## src/rtl/ssrs_pkg.sv

```systemverilog
// Package for the seven-segment refresh scheduler.
// Holds payload structs, action, packet and command codes, and the segment encoder.
// No dependencies.
package ssrs_pkg;

    // Input item fields
    typedef struct packed {
        logic [1:0]  action;
        logic [15:0] number_value;
    } t_in_item;

    // Result item fields
    typedef struct packed {
        logic       send_valid;
        logic [7:0] command_byte;
        logic [7:0] data_byte;
        logic       busy_res;
    } t_out_item;

    // Action codes
    localparam logic [1:0] ACT_SHOW    = 2'd0;
    localparam logic [1:0] ACT_TICK    = 2'd1;
    localparam logic [1:0] ACT_DONE    = 2'd2;
    localparam logic [1:0] ACT_MARK    = 2'd3;

    // Configuration register indexes
    localparam logic [1:0] CFG_BRIGHT  = 2'd0;
    localparam logic [1:0] CFG_MODE    = 2'd1;
    localparam logic [1:0] CFG_AWAKE   = 2'd2;
    localparam logic [1:0] CFG_DISPLAY = 2'd3;

    // In-flight packet codes
    localparam logic [2:0] PKT_NONE    = 3'd0;
    localparam logic [2:0] PKT_HUND    = 3'd1;
    localparam logic [2:0] PKT_TENS    = 3'd2;
    localparam logic [2:0] PKT_UNITS   = 3'd3;
    localparam logic [2:0] PKT_CTRL    = 3'd4;

    // Pending mark bit positions
    localparam int MARK_HUND  = 0;
    localparam int MARK_TENS  = 1;
    localparam int MARK_UNITS = 2;
    localparam int MARK_CTRL  = 3;

    // Bus command bytes
    localparam logic [7:0] CMD_HUNDREDS = 8'h68;
    localparam logic [7:0] CMD_TENS     = 8'h6A;
    localparam logic [7:0] CMD_UNITS    = 8'h6C;
    localparam logic [7:0] CMD_CONTROL  = 8'h48;

    localparam logic [9:0] MAX_SHOWN    = 10'd999;
    localparam logic [7:0] DEC_POINT    = 8'h80;

    // Segment pattern of one decimal digit (bit 0 = A ... bit 6 = G)
    function automatic logic [7:0] seg_encode(input logic [3:0] digit);
        logic [7:0] pat;
        unique case (digit)
            4'd0:    pat = 8'h3F;
            4'd1:    pat = 8'h06;
            4'd2:    pat = 8'h5B;
            4'd3:    pat = 8'h4F;
            4'd4:    pat = 8'h66;
            4'd5:    pat = 8'h6D;
            4'd6:    pat = 8'h7D;
            4'd7:    pat = 8'h07;
            4'd8:    pat = 8'h7F;
            4'd9:    pat = 8'h6F;
            default: pat = 8'h00;
        endcase
        return pat;
    endfunction

endpackage

```

## src/rtl/seven_segment_refresh_scheduler_core.sv

```systemverilog
// Top level of the seven-segment refresh scheduler.
// Input register, single-pass update logic and result register.
// Depends on ssrs_pkg.
//
// The input register captures each item; the result register loads from it once the output is not stalled.
// Throughput: one item per cycle while the output is not stalled; set by the single update pass on the state registers.
// Reset: i_rst_n synchronous active low; config to defaults, patterns zero,
// control pending, idle with nothing in flight. No clearing pass.
module seven_segment_refresh_scheduler_core (
    input  logic                i_clk,
    input  logic                i_rst_n,
    input  logic                i_in_valid,
    output logic                o_in_stall,
    input  ssrs_pkg::t_in_item  i_in_data,
    output logic                o_out_valid,
    input  logic                i_out_stall,
    output ssrs_pkg::t_out_item o_out_data,
    input  logic                i_cfg_valid,
    output logic                o_cfg_ready,
    input  logic [1:0]          i_cfg_index,
    input  logic [7:0]          i_cfg_data
);
    import ssrs_pkg::*;

    // Configuration registers
    logic [2:0] r_bright;
    logic       r_mode;
    logic       r_awake;
    logic       r_display;

    // Scheduler state
    logic [7:0] r_pat [3];
    logic [7:0] n_pat [3];
    logic [3:0] r_pend, n_pend;
    logic       r_busy, n_busy;
    logic [2:0] r_inflight, n_inflight;

    // Pipeline registers
    logic      r_in_valid;
    t_in_item  r_in_data;
    logic      r_out_valid;
    t_out_item r_out_data;
    t_out_item n_out;

    logic       advance;
    logic       process;
    logic [9:0] num_sat;
    logic [3:0] hund, tens, units;
    logic [9:0] hund_base;
    logic [6:0] rem_h;
    logic [6:0] tens_base;
    logic [7:0] pat_new [3];
    logic [7:0] ctrl_byte;

    assign o_cfg_ready = 1'b1;
    assign advance     = !(r_out_valid && i_out_stall);
    assign o_in_stall  = r_in_valid && !advance;
    assign process     = r_in_valid && advance;
    assign o_out_valid = r_out_valid;
    assign o_out_data  = r_out_data;

    // Configuration writes
    always_ff @(posedge i_clk) begin
        if (!i_rst_n) begin
            r_bright  <= 3'd6;
            r_mode    <= 1'b0;
            r_awake   <= 1'b1;
            r_display <= 1'b1;
        end else if (i_cfg_valid && o_cfg_ready) begin
            unique case (i_cfg_index)
                CFG_BRIGHT:  r_bright  <= i_cfg_data[2:0];
                CFG_MODE:    r_mode    <= i_cfg_data[0];
                CFG_AWAKE:   r_awake   <= i_cfg_data[0];
                CFG_DISPLAY: r_display <= i_cfg_data[0];
                default:     ;
            endcase
        end
    end

    assign ctrl_byte = {1'b0, r_bright, 1'b0, r_mode, r_awake, r_display};

    // Saturate and split into decimal digits by threshold counting
    always_comb begin
        num_sat = (r_in_data.number_value > 16'(MAX_SHOWN)) ? MAX_SHOWN
                                                            : r_in_data.number_value[9:0];
        hund = 4'd0;
        for (int k = 1; k <= 9; k++) begin
            if (num_sat >= 10'(k * 100)) hund = 4'(k);
        end
        hund_base = 10'd0;
        for (int k = 1; k <= 9; k++) begin
            if (hund == 4'(k)) hund_base = 10'(k * 100);
        end
        rem_h = 7'(num_sat - hund_base);
        tens = 4'd0;
        for (int k = 1; k <= 9; k++) begin
            if (rem_h >= 7'(k * 10)) tens = 4'(k);
        end
        tens_base = 7'd0;
        for (int k = 1; k <= 9; k++) begin
            if (tens == 4'(k)) tens_base = 7'(k * 10);
        end
        units = 4'(rem_h - tens_base);
        pat_new[0] = seg_encode(hund);
        pat_new[1] = seg_encode(tens) | DEC_POINT;
        pat_new[2] = seg_encode(units);
    end

    // Single-pass state update and result
    always_comb begin
        n_pat      = r_pat;
        n_pend     = r_pend;
        n_busy     = r_busy;
        n_inflight = r_inflight;
        n_out      = '0;
        unique case (r_in_data.action)
            ACT_SHOW: begin
                for (int d = 0; d < 3; d++) begin
                    if (pat_new[d] != r_pat[d]) begin
                        n_pat[d]  = pat_new[d];
                        n_pend[d] = 1'b1;
                    end
                end
            end
            ACT_TICK: begin
                if (!r_busy) begin
                    priority if (r_pend[MARK_HUND]) begin
                        n_out.send_valid   = 1'b1;
                        n_out.command_byte = CMD_HUNDREDS;
                        n_out.data_byte    = r_pat[0];
                        n_inflight         = PKT_HUND;
                    end else if (r_pend[MARK_TENS]) begin
                        n_out.send_valid   = 1'b1;
                        n_out.command_byte = CMD_TENS;
                        n_out.data_byte    = r_pat[1];
                        n_inflight         = PKT_TENS;
                    end else if (r_pend[MARK_UNITS]) begin
                        n_out.send_valid   = 1'b1;
                        n_out.command_byte = CMD_UNITS;
                        n_out.data_byte    = r_pat[2];
                        n_inflight         = PKT_UNITS;
                    end else if (r_pend[MARK_CTRL]) begin
                        n_out.send_valid   = 1'b1;
                        n_out.command_byte = CMD_CONTROL;
                        n_out.data_byte    = ctrl_byte;
                        n_inflight         = PKT_CTRL;
                    end else begin
                        // nothing pending: no packet, stay idle
                        n_out.send_valid   = 1'b0;
                    end
                    n_busy = n_out.send_valid;
                end
            end
            ACT_DONE: begin
                if (r_busy) begin
                    unique case (r_inflight)
                        PKT_HUND:  n_pend[MARK_HUND]  = 1'b0;
                        PKT_TENS:  n_pend[MARK_TENS]  = 1'b0;
                        PKT_UNITS: n_pend[MARK_UNITS] = 1'b0;
                        PKT_CTRL:  n_pend[MARK_CTRL]  = 1'b0;
                        default:   ;
                    endcase
                    n_busy     = 1'b0;
                    n_inflight = PKT_NONE;
                end
            end
            ACT_MARK: n_pend[MARK_CTRL] = 1'b1;
            default:  ;
        endcase
        n_out.busy_res = n_busy;
    end

    // Control registers
    always_ff @(posedge i_clk) begin
        if (!i_rst_n) begin
            r_in_valid  <= 1'b0;
            r_out_valid <= 1'b0;
            r_pat       <= '{default: 8'h00};
            r_pend      <= 4'b1000;
            r_busy      <= 1'b0;
            r_inflight  <= PKT_NONE;
        end else begin
            if (!o_in_stall) begin
                r_in_valid <= i_in_valid;
            end
            if (process) begin
                r_out_valid <= 1'b1;
                r_pat       <= n_pat;
                r_pend      <= n_pend;
                r_busy      <= n_busy;
                r_inflight  <= n_inflight;
            end else if (advance) begin
                r_out_valid <= 1'b0;
            end
        end
    end

    // Payload registers
    always_ff @(posedge i_clk) begin
        if (i_in_valid && !o_in_stall) begin
            r_in_data <= i_in_data;
        end
        if (process) begin
            r_out_data <= n_out;
        end
    end

`ifndef SYNTHESIS
    // Busy flag and in-flight code agree
    a_busy_inflight: assert property (@(posedge i_clk) disable iff (!i_rst_n)
        r_busy == (r_inflight != PKT_NONE))
        else $error("busy flag and in-flight packet disagree");

    // A started transfer leaves the block busy
    a_send_busy: assert property (@(posedge i_clk) disable iff (!i_rst_n)
        (r_out_valid && r_out_data.send_valid) |-> r_out_data.busy_res)
        else $error("packet sent without busy");

    // Idle results carry zero bytes
    a_idle_zero: assert property (@(posedge i_clk) disable iff (!i_rst_n)
        (r_out_valid && !r_out_data.send_valid) |->
            (r_out_data.command_byte == 8'h00 && r_out_data.data_byte == 8'h00))
        else $error("nonzero bytes without a send");

    // Busy only rises on a processed refresh tick
    a_busy_rise: assert property (@(posedge i_clk) disable iff (!i_rst_n)
        $rose(r_busy) |-> $past(process && r_in_data.action == ACT_TICK))
        else $error("busy rose without a refresh tick");
`endif

endmodule

```

## config.mk

```make
export PLATFORM = sky130hd
export DESIGN_NAME = seven_segment_refresh_scheduler_core
export DESIGN_NICKNAME = d
export VERILOG_FILES = /design/src/rtl/ssrs_pkg.sv /design/src/rtl/seven_segment_refresh_scheduler_core.sv
export SDC_FILE = /design/constraint.sdc
export NUM_CORES = 1
export LEC_CHECK = 0
export BUFFER_PORTS_ARGS = -buffer_cell sky130_fd_sc_hd__buf_2
export CAP_MARGIN = 20
export CORE_ASPECT_RATIO = 1.1
export CORE_MARGIN = 1
export CORE_UTILIZATION = 50
export DETAILED_ROUTE_END_ITERATION = 7
export PLACE_DENSITY_LB_ADDON = 0.25
export SLEW_MARGIN = 15
export SYNTH_ARGS = -nofsm -noshare
export SYNTH_HDL_FRONTEND = slang
export SYNTH_SLANG_ARGS = --single-unit
export TNS_END_PERCENT = 30
```

## constraint.sdc

```tcl
create_clock -name i_clk -period 9.8 [get_ports i_clk]
set_clock_uncertainty 0.1 [all_clocks]
set_input_delay 0.49 -clock i_clk [delete_from_list [all_inputs] [get_ports i_clk]]
set_output_delay 0.49 -clock i_clk [all_outputs]
set_load 0.1 [all_outputs]
```

==> flow_summary.json <==
{
  "violations": "design-rule violations",
  "synthToLayoutAreaGrowth_pct": 10.45,
  "grt_first_pass_wirelength_microns": 19900,
  "synth_flop_cell": "dfxtp_1",
  "critPathMaxStageDelay_ps": 590,
  "synth-seq-cells": 69,
  "use_met2": 0.4225,
  "synth_edf_count": 31,
  "grt_pass1_vias": 4290,
  "hold_class": "input port to register",
  "clk_latency_ps": 360,
  "timing.slew.headroom": 0.3796,
  "maxCapViolCount": 0,
  "cp_num_buf_inv": 5,
  "clock-sinks": 69,
  "syn-cell-area_sq_mm": 0.005031,
  "cts_inserted_buffers": 9,
  "fp.dieArea_sq_mm": 0.01047,
  "use_met1": 0.2768,
  "synth_cells": 588,
  "synth_common_cells": "nor2_1 (64), nand2_1 (62), a21oi_1 (47)",
  "regArea_sq_mm": 0.001692,
  "crit_required_ps": 9940,
  "top_usage_layer": "met2",
  "start_kind": "register",
  "cts_tree": "done",
  "drt-initial-drc-count": 204,
  "start_util": 0.5112,
  "cts_resized": 0,
  "p_seq_frac": 0.450,
  "fin_area_sq_mm": 0.005557,
  "fin_crit_ps": 9082,
  "arrival_ps": 9230,
  "core_area_sq_mm": 0.009842,
  "p_sw_frac": 0.3065,
  "synth_top_area_share": 0.1850,
  "crit_slowest_cell": "nor4_1",
  "drive_gt1_frac": 0.1587,
  "cts_root_buf": "clkbuf_8",
  "fin_crit_sh": 0.9267,
  "dr.pass1.iters": 7,
  "rsz0062_at_grt": "no",
  "post_cts_buffers": 0,
  "grt.overflow.total": 0,
  "route.detailed.drc": 10,
  "grtUsageTotal": 0.2348,
  "combPwrFrac": 0.179,
  "pre_cts_ws_ps": 556.4,
  "layout.nets": 686,
  "wirelength_microns": 11930,
  "finalHoldViolCount": 0,
  "vdd_drop_max_mv": 0.06574,
  "clkTransAtPathRegs_ps": 90,
  "pin_count": 54,
  "yosysWarningCount": 0,
  "post_drt_wl_per_cell_microns": 15.90,
  "max_freq_mhz": 110.1,
  "yosys-top-cells-area": "edfxtp_1 (19%), dfxtp_1 (15%), ha_1 (6.5%)",
  "p_per_area_mw_per_mm2": 129.8,
  "htree_levels": 3,
  "cts.hold.buffers_added": 0,
  "worst_pin_slew_ps": 926.3,
  "cp_top_family": "simple AND/OR/NAND/NOR gates",
  "pwr-share-clk": 0.371,
  "fp.dieH_microns": 107.2,
  "clock_path_buffers": 2,
  "hpwlAfterDp_microns": 8960,
  "grt_antenna_before_repair": 0,
  "vias": 4571,
  "cp-end-kind": "register",
  "async_reset_ff_frac": 0,
  "yosysUniqueCellTypes": 79,
  "slew_violations": 0,
  "portBuffers": 44,
  "p_sw_w": 0.0002211,
  "critPathKind": "register to register",
  "path_max_fanout": 10,
  "die_w_microns": 97.64,
  "multiInputGateArea_sq_mm": 0.003060,
  "setup_viol": 0,
  "gp_congestion": 0.8749,
  "grt_max_degree": 29,
  "fin_util": 0.5646,
  "yosysMostFrequentCell": "nor2_1",
  "insertedDiodeCount": 0,
  "status": "finished, violations left",
  "p_int_w": 0.0005002,
  "leakagePower_nw": 2.132,
  "seq_area_frac_synth": 0.3362,
  "nFillCells": 896,
  "fin_tns_setup_ps": 0,
  "synth_area_per_cell_sq_um": 8.556,
  "dpl_cell_area_sq_mm": 0.005323,
  "rows": 38,
  "use_met3": 0.03651,
  "fin_ws_ps": 717.9,
  "synth_area_leader_cell": "edfxtp_1",
  "via_per_inst": 6.095,
  "drtAntennaViolNets": 0
}
final timing paths:
kind	slack, ps	start	endpoint	cells past startpoint
setup / recovery	720	r_in_data[14]	r_pat[5]	37
hold / removal	210	i_in_data[17]	r_in_data[17]	1
setup reg to reg	720	r_in_data[14]	r_pat[5]	37
hold reg to reg	390	r_in_valid	o_out_valid	2
registers in the layout, summed over array words and instances (netlist names), 3 cells and up:
name / cells
r_pat: 22
r_in_data: 18
o_out_data: 13
r_pend: 4
r_bright: 3
r_inflight: 3
per-layer routing:
metal  share of wire  wire [microns]
met5               0               0
met1            0.42            5036
met3           0.044             519
met4           0.027             320
met2            0.51            6050
cell usage in the layout, fill, tap and decap left out, types with 13 or more instances in the layout:
cell type and count:
buf_4 13, dfxtp_1 38, inv_1 27, a211oi_1 15, o21ai_0 27, a21oi_1 47
mux2i_1 13, nor2_1 64, ha_1 26, nand2_1 62, buf_2 44, edfxtp_1 31
nor3_1 15
metrics by stage:
stage                     instances  total power, W  hold WS, ps
final                           750       0.0007212        205.7
after global routing            750       0.0007521        191.7
after CTS                       750       0.0007252        196.6
after detailed placement        734       0.0004591        374.6
after global placement          734       0.0004556        359.2
after floorplan                 590       0.0004312        342.5
final cells by class:
cell class / instances / share of cell area
inverters: 29 / 0.01959
repair buffers: 57 / 0.05719
multi-input cells: 459 / 0.5508
clock inverters: 7 / 0.01869
flip-flops and latches: 69 / 0.3044
clock buffers: 9 / 0.02229
well taps: 120 / 0.02702
power groups by stage:
stage	logic [W]	clock network, W	registers [W]
after global routing	0.000140	0.000286	0.000326
after CTS	0.000128	0.000272	0.000325
after global placement	0.000125	0	0.000331
after floorplan	0.0000847	0	0.000346
after detailed placement	0.000128	0	0.000331
final	0.000129	0.000267	0.000325
worst register-to-register path, delay by kind of cell, from the launching register on:
kind / cells / cell delay, ps
AOI/OAI and AO/OA: 13 / 2280
xor gates and xnor gates: 2 / 490
adders and majority gates: 6 / 1960
buffers and inverters: 5 / 560
DFF: 1 / 420
muxes: 1 / 300
and+or+nand+nor: 10 / 2890
kinds of logic after synthesis:
kind of cell,share of synthesized area
AND/OR/NAND/NOR,0.2077
AO/OA/AOI/OAI,0.2599
flip-flops,0.3362
buffers and inverters,0.05869
adder cells (fa/ha/maj),0.07262
XOR/XNOR,0.03457
multiplexers,0.02885
other,0.001493
No activity file was read; power rests on OpenSTA's default activity.
